`config.mk`:
```
export PLATFORM = sky130hd
export DESIGN_NAME = blake2s_hash_engine_flat
export DESIGN_NICKNAME = d
export VERILOG_FILES = /design/src/sv/b2s_pkg.sv /design/src/sv/b2s_stream_if.sv /design/src/sv/b2s_compress.sv /design/src/sv/blake2s_hash_engine.sv /design/src/flat_wrapper.sv
export SDC_FILE = /design/constraint.sdc
export NUM_CORES = 2
export LEC_CHECK = 0
export CORE_ASPECT_RATIO = 1.4
export CORE_UTILIZATION = 55
export DETAILED_ROUTE_END_ITERATION = 12
export DONT_BUFFER_PORTS = 1
export PLACE_DENSITY = 0.76
export SYNTH_ARGS = -nofsm -noshare
export SYNTH_HDL_FRONTEND = slang
export SYNTH_SLANG_ARGS = --single-unit
```
`constraint.sdc`:
```
create_clock -name clk -period 27.9 [get_ports clk]
set_input_delay 2.79 -clock clk [delete_from_list [all_inputs] [get_ports clk]]
set_output_delay 2.79 -clock clk [all_outputs]
set_load 0.005 [all_outputs]
```
`src/sv/b2s_pkg.sv`:
```
// b2s_pkg: constants, types and helper functions for the BLAKE2s hash engine.
// No dependencies.
`default_nettype none
package b2s_pkg;

    localparam int unsigned NUM_REGS = 6;
    localparam int unsigned CFG_W = 64;
    localparam int unsigned IDX_W = 3;
    localparam int unsigned BEAT_W = 36;

    localparam logic [IDX_W-1:0] REG_DIGEST_BYTES = 3'd0;
    localparam logic [IDX_W-1:0] REG_KEY_BYTES    = 3'd1;
    localparam logic [IDX_W-1:0] REG_KEY_WORD_0   = 3'd2;
    localparam logic [IDX_W-1:0] REG_KEY_WORD_1   = 3'd3;
    localparam logic [IDX_W-1:0] REG_KEY_WORD_2   = 3'd4;
    localparam logic [IDX_W-1:0] REG_KEY_WORD_3   = 3'd5;

    localparam logic [31:0] PARAM_BASE = 32'h0101_0000;
    localparam logic [31:0] LAST_FLAG  = 32'hFFFF_FFFF;

    typedef logic [31:0] word_t;

    function automatic word_t iv_word(input logic [2:0] i);
        word_t r;
        unique case (i)
            3'd0: r = 32'h6A09E667;
            3'd1: r = 32'hBB67AE85;
            3'd2: r = 32'h3C6EF372;
            3'd3: r = 32'hA54FF53A;
            3'd4: r = 32'h510E527F;
            3'd5: r = 32'h9B05688C;
            3'd6: r = 32'h1F83D9AB;
            default: r = 32'h5BE0CD19;
        endcase
        return r;
    endfunction

    // message schedule: word index for round r, slot s
    function automatic logic [3:0] sigma(input logic [3:0] r, input logic [3:0] s);
        logic [63:0] row;
        unique case (r)
            4'd0: row = 64'hFEDCBA9876543210;
            4'd1: row = 64'h357B20C16DF984AE;
            4'd2: row = 64'h491763EADF250C8B;
            4'd3: row = 64'h8F04A562EBCD1397;
            4'd4: row = 64'hD386CB1EFA427509;
            4'd5: row = 64'h91EF57D438B0A6C2;
            4'd6: row = 64'hB8293670A4DEF15C;
            4'd7: row = 64'hA2684F05931CE7BD;
            4'd8: row = 64'h5A417D2C803B9EF6;
            default: row = 64'h0DC3E9BF5167482A;
        endcase
        return row[{s, 2'b00} +: 4];
    endfunction

    // byte mask for n valid bytes (n >= 4 -> all)
    function automatic word_t byte_mask(input logic [6:0] n);
        word_t r;
        priority if (n >= 7'd4) r = 32'hFFFF_FFFF;
        else if (n == 7'd3)     r = 32'h00FF_FFFF;
        else if (n == 7'd2)     r = 32'h0000_FFFF;
        else if (n == 7'd1)     r = 32'h0000_00FF;
        else                    r = 32'h0;
        return r;
    endfunction

    typedef struct packed {
        logic        start;
        logic        last;
        logic [63:0] counter;
    } cmp_req_t;

endpackage
`default_nettype wire

```
`src/sv/b2s_stream_if.sv`:
```
// b2s_stream_if: valid/ready channel carrying one beat of payload.
// Depends on b2s_pkg.
`default_nettype none
interface b2s_stream_if (input wire logic clk);
    logic                        valid;
    logic                        ready;
    logic [b2s_pkg::BEAT_W-1:0]  data;
    modport source (output valid, output data, input ready);
    modport sink   (input valid, input data, output ready);
endinterface
`default_nettype wire

```
`src/sv/b2s_compress.sv`:
```
// b2s_compress: BLAKE2s compression with one shared G unit, one half-G per cycle.
// Depends on b2s_pkg.
`default_nettype none
module b2s_compress (
    input  wire logic              clk,
    input  wire logic              rst_n,
    input  wire b2s_pkg::cmp_req_t req,
    input  wire b2s_pkg::word_t    cv_in  [8],
    input  wire b2s_pkg::word_t    msg    [16],
    output b2s_pkg::word_t         cv_out [8],
    output logic                   done
);
    typedef enum logic [1:0] {ST_IDLE, ST_RUN, ST_FIN} state_t;
    state_t state_reg;
    logic [3:0] round_reg;
    logic [2:0] g_reg;
    logic       half_reg;
    b2s_pkg::word_t v_reg [16];

    logic [3:0] ia, ib, ic, id;
    logic [3:0] mi;
    b2s_pkg::word_t a, b, c, d, m, a1, d1, c1, b1;

    always_comb
    begin
        unique case (g_reg)
            3'd0: begin ia = 4'd0; ib = 4'd4; ic = 4'd8;  id = 4'd12; end
            3'd1: begin ia = 4'd1; ib = 4'd5; ic = 4'd9;  id = 4'd13; end
            3'd2: begin ia = 4'd2; ib = 4'd6; ic = 4'd10; id = 4'd14; end
            3'd3: begin ia = 4'd3; ib = 4'd7; ic = 4'd11; id = 4'd15; end
            3'd4: begin ia = 4'd0; ib = 4'd5; ic = 4'd10; id = 4'd15; end
            3'd5: begin ia = 4'd1; ib = 4'd6; ic = 4'd11; id = 4'd12; end
            3'd6: begin ia = 4'd2; ib = 4'd7; ic = 4'd8;  id = 4'd13; end
            default: begin ia = 4'd3; ib = 4'd4; ic = 4'd9; id = 4'd14; end
        endcase
        mi = b2s_pkg::sigma(round_reg, {g_reg, half_reg});
        m  = msg[mi];
        a  = v_reg[ia];
        b  = v_reg[ib];
        c  = v_reg[ic];
        d  = v_reg[id];
        a1 = a + b + m;
        d1 = half_reg ? {(d ^ a1) >> 8} | {(d ^ a1) << 24}
                      : {(d ^ a1) >> 16} | {(d ^ a1) << 16};
        c1 = c + d1;
        b1 = half_reg ? {(b ^ c1) >> 7} | {(b ^ c1) << 25}
                      : {(b ^ c1) >> 12} | {(b ^ c1) << 20};
    end

    always_ff @(posedge clk or negedge rst_n)
    begin
        if (!rst_n)
        begin
            state_reg <= ST_IDLE;
            round_reg <= '0;
            g_reg     <= '0;
            half_reg  <= 1'b0;
            done      <= 1'b0;
        end
        else
        begin
            done <= 1'b0;
            unique case (state_reg)
                ST_IDLE:
                begin
                    if (req.start)
                    begin
                        for (int i = 0; i < 8; i++)
                            v_reg[i] <= cv_in[i];
                        for (int i = 0; i < 4; i++)
                            v_reg[i+8] <= b2s_pkg::iv_word(3'(i));
                        v_reg[12] <= b2s_pkg::iv_word(3'd4) ^ req.counter[31:0];
                        v_reg[13] <= b2s_pkg::iv_word(3'd5) ^ req.counter[63:32];
                        v_reg[14] <= b2s_pkg::iv_word(3'd6) ^
                                     (req.last ? b2s_pkg::LAST_FLAG : 32'h0);
                        v_reg[15] <= b2s_pkg::iv_word(3'd7);
                        round_reg <= '0;
                        g_reg     <= '0;
                        half_reg  <= 1'b0;
                        state_reg <= ST_RUN;
                    end
                end
                ST_RUN:
                begin
                    v_reg[ia] <= a1;
                    v_reg[ib] <= b1;
                    v_reg[ic] <= c1;
                    v_reg[id] <= d1;
                    half_reg  <= ~half_reg;
                    if (half_reg)
                    begin
                        g_reg <= g_reg + 3'd1;
                        if (g_reg == 3'd7)
                        begin
                            if (round_reg == 4'd9)
                                state_reg <= ST_FIN;
                            else
                                round_reg <= round_reg + 4'd1;
                        end
                    end
                end
                ST_FIN:
                begin
                    for (int i = 0; i < 8; i++)
                        cv_out[i] <= cv_in[i] ^ v_reg[i] ^ v_reg[i+8];
                    done      <= 1'b1;
                    state_reg <= ST_IDLE;
                end
                default: state_reg <= ST_IDLE;
            endcase
        end
    end
endmodule
`default_nettype wire

```
`src/sv/blake2s_hash_engine.sv`:
```
// blake2s_hash_engine: top level, message buffering, sequencing and digest output.
// Depends on b2s_pkg, b2s_stream_if, b2s_compress.
//
//  channel    dir  payload {fields, lsb first}               handshake
//  msg_in     in   message_word[31:0] valid_bytes[34:32]      valid/ready
//                  final_word[35]
//  dig_out    out  digest_word[31:0] word_index[34:32]        valid/ready
//                  last_result[35]
//  cfg        in   cfg_we, cfg_index[2:0], cfg_data[63:0]      write only
//
// A word that fills nothing is buffered without a compression; a word landing
// on a full block waits for one compression: 10 rounds of 8 G, each in two
// halves, on the shared G unit, one half-G per cycle. A final word adds one
// more compression, then one digest beat per cycle as the sink takes them.
// Reset clears all control state; no clearing pass. msg_in is not ready
// while a compression runs or digest beats are pending.
`default_nettype none
module blake2s_hash_engine (
    input  wire logic                    clk,
    input  wire logic                    rst_n,
    b2s_stream_if.sink                   msg_in,
    b2s_stream_if.source                 dig_out,
    input  wire logic                    cfg_we,
    input  wire logic [b2s_pkg::IDX_W-1:0] cfg_index,
    input  wire logic [b2s_pkg::CFG_W-1:0] cfg_data
);
    typedef enum logic [2:0] {ST_IN, ST_CMP, ST_WAIT, ST_OUT} state_t;
    state_t state_reg;

    logic [5:0]  dlen_cfg_reg, klen_cfg_reg;
    logic [63:0] key_reg [4];

    b2s_pkg::word_t cv_reg [8];
    b2s_pkg::word_t buf_reg [16];
    b2s_pkg::word_t cv_new [8];
    logic [63:0] cnt_reg;
    logic [6:0]  nbuf_reg;
    logic        open_reg;
    logic [5:0]  len_reg;
    logic        fin_pend_reg;   // final compress after the current one
    b2s_pkg::word_t pend_word_reg;
    logic [2:0]  pend_n_reg;
    logic        pend_reg;
    logic [2:0]  k_reg;
    b2s_pkg::cmp_req_t req;
    logic        cmp_done;
    logic        out_valid_reg;

    b2s_compress u_cmp (
        .clk   (clk),
        .rst_n (rst_n),
        .req   (req),
        .cv_in (cv_reg),
        .msg   (buf_reg),
        .cv_out(cv_new),
        .done  (cmp_done)
    );

    logic [5:0] nn, kk;
    logic [2:0] vb_sat, n_in;
    logic [5:0] rem;
    logic [2:0] last_k;

    always_comb
    begin
        nn = (dlen_cfg_reg == 6'd0) ? 6'd1 : (dlen_cfg_reg > 6'd32 ? 6'd32 : dlen_cfg_reg);
        kk = (klen_cfg_reg > 6'd32) ? 6'd32 : klen_cfg_reg;
        vb_sat = (msg_in.data[34:32] > 3'd4) ? 3'd4 : msg_in.data[34:32];
        n_in = msg_in.data[35] ? vb_sat : 3'd4;
        rem = len_reg - {k_reg, 2'b00};
        last_k = 3'((len_reg - 6'd1) >> 2);
    end

    assign msg_in.ready  = (state_reg == ST_IN);
    assign dig_out.valid = out_valid_reg;
    assign dig_out.data  = {(k_reg == last_k),
                            k_reg,
                            cv_reg[k_reg] & b2s_pkg::byte_mask({1'b0, rem})};

    always_ff @(posedge clk or negedge rst_n)
    begin
        if (!rst_n)
        begin
            dlen_cfg_reg <= 6'd32;
            klen_cfg_reg <= 6'd0;
            for (int i = 0; i < 4; i++) key_reg[i] <= '0;
        end
        else if (cfg_we)
        begin
            unique case (cfg_index)
                b2s_pkg::REG_DIGEST_BYTES: dlen_cfg_reg <= cfg_data[5:0];
                b2s_pkg::REG_KEY_BYTES:    klen_cfg_reg <= cfg_data[5:0];
                b2s_pkg::REG_KEY_WORD_0:   key_reg[0] <= cfg_data;
                b2s_pkg::REG_KEY_WORD_1:   key_reg[1] <= cfg_data;
                b2s_pkg::REG_KEY_WORD_2:   key_reg[2] <= cfg_data;
                b2s_pkg::REG_KEY_WORD_3:   key_reg[3] <= cfg_data;
                default: ;
            endcase
        end
    end

    always_ff @(posedge clk or negedge rst_n)
    begin
        if (!rst_n)
        begin
            state_reg     <= ST_IN;
            open_reg      <= 1'b0;
            nbuf_reg      <= '0;
            cnt_reg       <= '0;
            len_reg       <= 6'd32;
            fin_pend_reg  <= 1'b0;
            pend_reg      <= 1'b0;
            k_reg         <= '0;
            out_valid_reg <= 1'b0;
            req           <= '0;
            for (int i = 0; i < 16; i++) buf_reg[i] <= '0;
            for (int i = 0; i < 8; i++)  cv_reg[i]  <= b2s_pkg::iv_word(3'(i));
        end
        else
        begin
            req.start <= 1'b0;
            unique case (state_reg)
                ST_IN:
                begin
                    if (msg_in.valid)
                    begin
                        logic [6:0] nb;
                        logic [63:0] cnt;
                        b2s_pkg::word_t blk [16];
                        nb  = nbuf_reg;
                        cnt = cnt_reg;
                        for (int i = 0; i < 16; i++)
                            blk[i] = buf_reg[i];
                        if (!open_reg)
                        begin
                            // IV, parameter word folded into word 0
                            for (int i = 0; i < 8; i++)
                                cv_reg[i] <= b2s_pkg::iv_word(3'(i)) ^ ((i == 0) ?
                                    (b2s_pkg::PARAM_BASE | {16'h0, 2'b00, kk, 2'b00, nn})
                                    : 32'h0);
                            len_reg <= nn;
                            cnt = '0;
                            for (int i = 0; i < 16; i++)
                                blk[i] = '0;
                            for (int i = 0; i < 8; i++)
                                blk[i] = (kk != 6'd0)
                                    ? key_reg[i/2][32*(i%2) +: 32] &
                                      b2s_pkg::byte_mask((kk > 6'(4*i)) ?
                                          7'(kk - 6'(4*i)) : 7'd0)
                                    : 32'h0;
                            nb = (kk != 6'd0) ? 7'd64 : 7'd0;
                            open_reg <= 1'b1;
                        end
                        if (n_in != 3'd0 && nb >= 7'd64)
                        begin
                            // compress full block first, then place the word
                            cnt = cnt + 64'd64;
                            pend_reg      <= 1'b1;
                            pend_word_reg <= msg_in.data[31:0] &
                                             b2s_pkg::byte_mask({4'd0, n_in});
                            pend_n_reg    <= n_in;
                            fin_pend_reg  <= msg_in.data[35];
                            req.start     <= 1'b1;
                            req.last      <= 1'b0;
                            req.counter   <= cnt;
                            nbuf_reg      <= nb;
                            state_reg     <= ST_CMP;
                        end
                        else
                        begin
                            if (n_in != 3'd0)
                            begin
                                blk[nb[5:2]] = msg_in.data[31:0] &
                                               b2s_pkg::byte_mask({4'd0, n_in});
                                nb = nb + 7'(n_in);
                            end
                            nbuf_reg <= nb;
                            if (msg_in.data[35])
                            begin
                                cnt = cnt + 64'(nb);
                                req.start   <= 1'b1;
                                req.last    <= 1'b1;
                                req.counter <= cnt;
                                fin_pend_reg <= 1'b0;
                                state_reg   <= ST_CMP;
                            end
                        end
                        for (int i = 0; i < 16; i++)
                            buf_reg[i] <= blk[i];
                        cnt_reg <= cnt;
                    end
                end
                ST_CMP:
                    state_reg <= ST_WAIT;
                ST_WAIT:
                begin
                    if (cmp_done)
                    begin
                        for (int i = 0; i < 8; i++) cv_reg[i] <= cv_new[i];
                        if (pend_reg)
                        begin
                            logic [63:0] cnt;
                            for (int i = 1; i < 16; i++) buf_reg[i] <= '0;
                            buf_reg[0] <= pend_word_reg;
                            nbuf_reg   <= 7'(pend_n_reg);
                            pend_reg   <= 1'b0;
                            if (fin_pend_reg)
                            begin
                                cnt = cnt_reg + 64'(pend_n_reg);
                                cnt_reg     <= cnt;
                                req.start   <= 1'b1;
                                req.last    <= 1'b1;
                                req.counter <= cnt;
                                fin_pend_reg <= 1'b0;
                                state_reg   <= ST_CMP;
                            end
                            else
                                state_reg <= ST_IN;
                        end
                        else
                        begin
                            open_reg      <= 1'b0;
                            k_reg         <= '0;
                            out_valid_reg <= 1'b1;
                            state_reg     <= ST_OUT;
                        end
                    end
                end
                ST_OUT:
                begin
                    if (dig_out.ready)
                    begin
                        if (k_reg == last_k)
                        begin
                            out_valid_reg <= 1'b0;
                            state_reg     <= ST_IN;
                        end
                        else
                            k_reg <= k_reg + 3'd1;
                    end
                end
                default: state_reg <= ST_IN;
            endcase
        end
    end
endmodule
`default_nettype wire

```
`src/flat_wrapper.sv`:
```
// flat-port wrapper written by rule: the top's interface ports become plain ports
module blake2s_hash_engine_flat 
  (clk, rst_n, cfg_we, cfg_index, cfg_data, msg_in_valid, msg_in_data, msg_in_ready, dig_out_valid, dig_out_data, dig_out_ready);
  b2s_stream_if msg_in_i (.clk(clk));
  b2s_stream_if dig_out_i (.clk(clk));
  input  wire logic clk;
  input  wire logic rst_n;
  input  wire logic cfg_we;
  input  wire logic [b2s_pkg::IDX_W-1:0] cfg_index;
  input  wire logic [b2s_pkg::CFG_W-1:0] cfg_data;
  input wire logic [$bits(msg_in_i.valid)-1:0] msg_in_valid;
  input wire logic [$bits(msg_in_i.data)-1:0] msg_in_data;
  output wire logic [$bits(msg_in_i.ready)-1:0] msg_in_ready;
  output wire logic [$bits(dig_out_i.valid)-1:0] dig_out_valid;
  output wire logic [$bits(dig_out_i.data)-1:0] dig_out_data;
  input wire logic [$bits(dig_out_i.ready)-1:0] dig_out_ready;
  assign msg_in_i.valid = msg_in_valid;
  assign msg_in_i.data = msg_in_data;
  assign msg_in_ready = msg_in_i.ready;
  assign dig_out_valid = dig_out_i.valid;
  assign dig_out_data = dig_out_i.data;
  assign dig_out_i.ready = dig_out_ready;
  blake2s_hash_engine u_core (.clk(clk), .rst_n(rst_n), .msg_in(msg_in_i), .dig_out(dig_out_i), .cfg_we(cfg_we), .cfg_index(cfg_index), .cfg_data(cfg_data));
endmodule
```
==> flow_metrics.tcl <==
set metrics [dict create \
    htree_levels 4 \
    timing.final.crit_share 0.601 \
    place_ws_ns 11.91 \
    nets 10300 \
    layout_setup_ws_ns 11.13 \
    ir_worst_vdd_v 0.0000531 \
    die-area_um2 196000 \
    synthFlopType "dfrtp_1" \
    fin_cells 12800 \
    cts.repair.resized 0 \
    report.final.setup_viol 0 \
    syn_avg_cell_area_um2 10.2 \
    drtIter0Drc 13300 \
    holdCritStartpoint "u_core.u_cmp.cv_out[81]$_DFFE_PP_" \
    crit_path_max_incr_delay_ns 1.04 \
    synth-edff-count 803 \
    tns_ns 0 \
    placed_cells 12400 \
    ys.warnings.count 0 \
    hold_ws_ns 0.467 \
    cp.required_ns 28.60 \
    gp_congestion 1.08 \
    synth_top_area_frac 0.249 \
    antenna_found_initial 32 \
    vias 90700 \
    viasPerCell 7.11 \
    overflow 0 \
    portBuffers 0 \
    io_pins 146 \
    synth.most_common_cell "nand2_1" \
    leakagePower_nw 45.3 \
    finalHoldViolations 0 \
    startpoint "u_core.u_cmp.round_reg[1]$_DFFE_PN0P_" \
    outcome "finished, violations left" \
    holdBufCountCts 0 \
    grt_setup_unrepaired "false" \
    worstReg2RegStart "u_core.u_cmp.round_reg[1]$_DFFE_PN0P_" \
    clock_path_buffers 4 \
    start_util 0.553 \
    wirelength_um 443000 \
    grt_pass1_vias 87500 \
    hpwl_um 297000 \
    area_delta_synth_final_pct 8.45 \
    synth-seq-cells 2002 \
    max_freq_mhz 59.6 \
    ant_nets 0 \
    start_kind "flip-flop" \
    synth_area_leaders "dfrtp_1, edfxtp_1, nand2_1" \
    coreArea_um2 193000 \
    cts_setup_buffers 0 \
    hp-class "reg2reg" \
    drc 0 \
    async_flop_share 0.599 \
    fill_cells 15700 \
    numCtsBuffers 201 \
    clkTransAtPathRegs_ns 0.06 \
    clk_latency_ns 0.90 \
    crit_arrival_ns 17.46 \
    maxCapViolCount 1 \
    grt_max_degree 192 \
    root_buffer "clkbuf_16" \
    fin_worst_skew_ns 0.0598 \
    routedWlPerCell_um 34.7 \
    drive_above_1_share 0.126 \
    worst_pin_slew_ns 1.51 \
    die_h_um 523 \
    grt_pass1_wl_um 627000 \
    slew_headroom -0.00943 \
    ys_seq_area_frac 0.508 \
    grt_usage 0.443 \
    p_per_area_nw_per_um2 63.3 \
    cts_sinks 2002 \
    critPathSlowestCell "xnor2_1" \
    synth.largest_area_cell "dfrtp_1" \
    crit_type "reg2reg" \
    fp.dieW_um 374 \
    slew_violations 9 \
    cp_max_fo 88 \
    cts_tree "built" \
    dr.pass1.iters 9 \
    synth_fp_nets 10700 \
    finalCriticalPeriod_ns 16.77 \
    syn_area_um2 107000 \
    ys_types 99 \
    cp-end-kind "flip-flop" \
    synth_common_cells "nand2_1, dfrtp_1, o21ai_0" \
    netlist_instances 10400 \
    failed_checks "max-capacitance violations, max-slew violations" \
    rows 191 \
]
[area by class of cell]
cell class	instances	area, um2	share of cell area
Clock inverter	66	691	0.00596
Antenna cell	21	52.6	0.000454
Timing Repair Buffer	224	1850	0.0159
Sequential cell	2002	54300	0.469
Tap cell	2509	3140	0.0271
Inverter	222	833	0.00720
Clock buffer	302	5820	0.0503
Multi-Input combinational cell	7413	49100	0.424
[routing by layer]
| layer | vias to the layer above | track usage | share of wire | routed length, um |
|---|---|---|---|---|
| met5 | - | 0.00242 | 0.00051 | 227 |
| met4 | 32 | 0.369 | 0.10 | 45600 |
| met3 | 2068 | 0.119 | 0.12 | 53200 |
| met2 | 7006 | 0.690 | 0.45 | 198000 |
| met1 | 44500 | 0.514 | 0.33 | 146000 |
| li1 | 37000 | - | - | - |
[worst max-delay path, delay by kind of cell (launching register included)]
kind	cells	cell delay (ns)
AO/OA/AOI/OAI	17	4.99
buffers and inverters	6	3.23
XOR/XNOR	4	2.54
multiplexers	4	2.40
adder cells (fa/ha/maj)	4	1.56
flip-flops	1	0.90
AND/OR/NAND/NOR	4	0.71
[metrics by stage]
step | cell area (um2) | power (W) | utilization
after detailed placement | 109000 | 0.00454 | 0.566
after global placement | 109000 | 0.00452 | 0.566
final | 116000 | 0.00733 | 0.600
after floorplan | 107000 | 0.00397 | -
after global routing | 116000 | 0.00745 | 0.599
after CTS | 116000 | 0.00725 | 0.599
[power by group]
| part | switching, W | internal (W) |
|---|---|---|
| sequential | 0.0000742 | 0.00319 |
| clock | 0.00123 | 0.00155 |
| combinational | 0.000925 | 0.000365 |
| total | 0.00223 | 0.00510 |
[final timing paths]
kind / to / slack (ns) / cells after the start
max in group asynchronous: u_core.buf_reg[258]$_DFFE_PN0P_ / 23.56 / 3
worst max-delay path: u_core.u_cmp.v_reg[5][16]$_DFFE_PP_ / 11.13 / 39
worst min register to register: u_core.cv_reg[81]$_DFFE_PN0P_ / 0.47 / 2
worst max register to register: u_core.u_cmp.v_reg[5][16]$_DFFE_PP_ / 11.13 / 39
min in group asynchronous: u_core.cv_reg[123]$_DFFE_PN0P_ / 1.60 / 0
worst min-delay path: u_core.cv_reg[81]$_DFFE_PN0P_ / 0.47 / 2
[kinds of logic after synthesis]
| group | after synthesis | share of synthesized area |
|---|---|---|
| simple gates | 3123 | 0.125 |
| compound gates | 2726 | 0.169 |
| flops | 2002 | 0.508 |
| buf+inv | 1022 | 0.0366 |
| xor+xnor | 733 | 0.0605 |
| mux | 687 | 0.0806 |
| fa+ha+maj | 144 | 0.0195 |
[placed cells by master, fill, tap and decap left out, types with 98 or more instances in the layout]
cell and instances:
nand2_1 1820, dfrtp_1 1056, o21ai_0 867, edfxtp_1 803, xnor2_1 641, nor2_1 468
a21oi_1 412, mux2_2 392, nand3_1 286, a22o_1 283, buf_4 215, inv_1 214
clkbuf_16 202, mux2i_1 193, o22ai_1 148, a211oi_1 146, a221oi_1 144, dfstp_2 138
a22oi_1 136, ha_1 106, nor3_1 98
No activity file was read; power rests on OpenSTA's default activity.
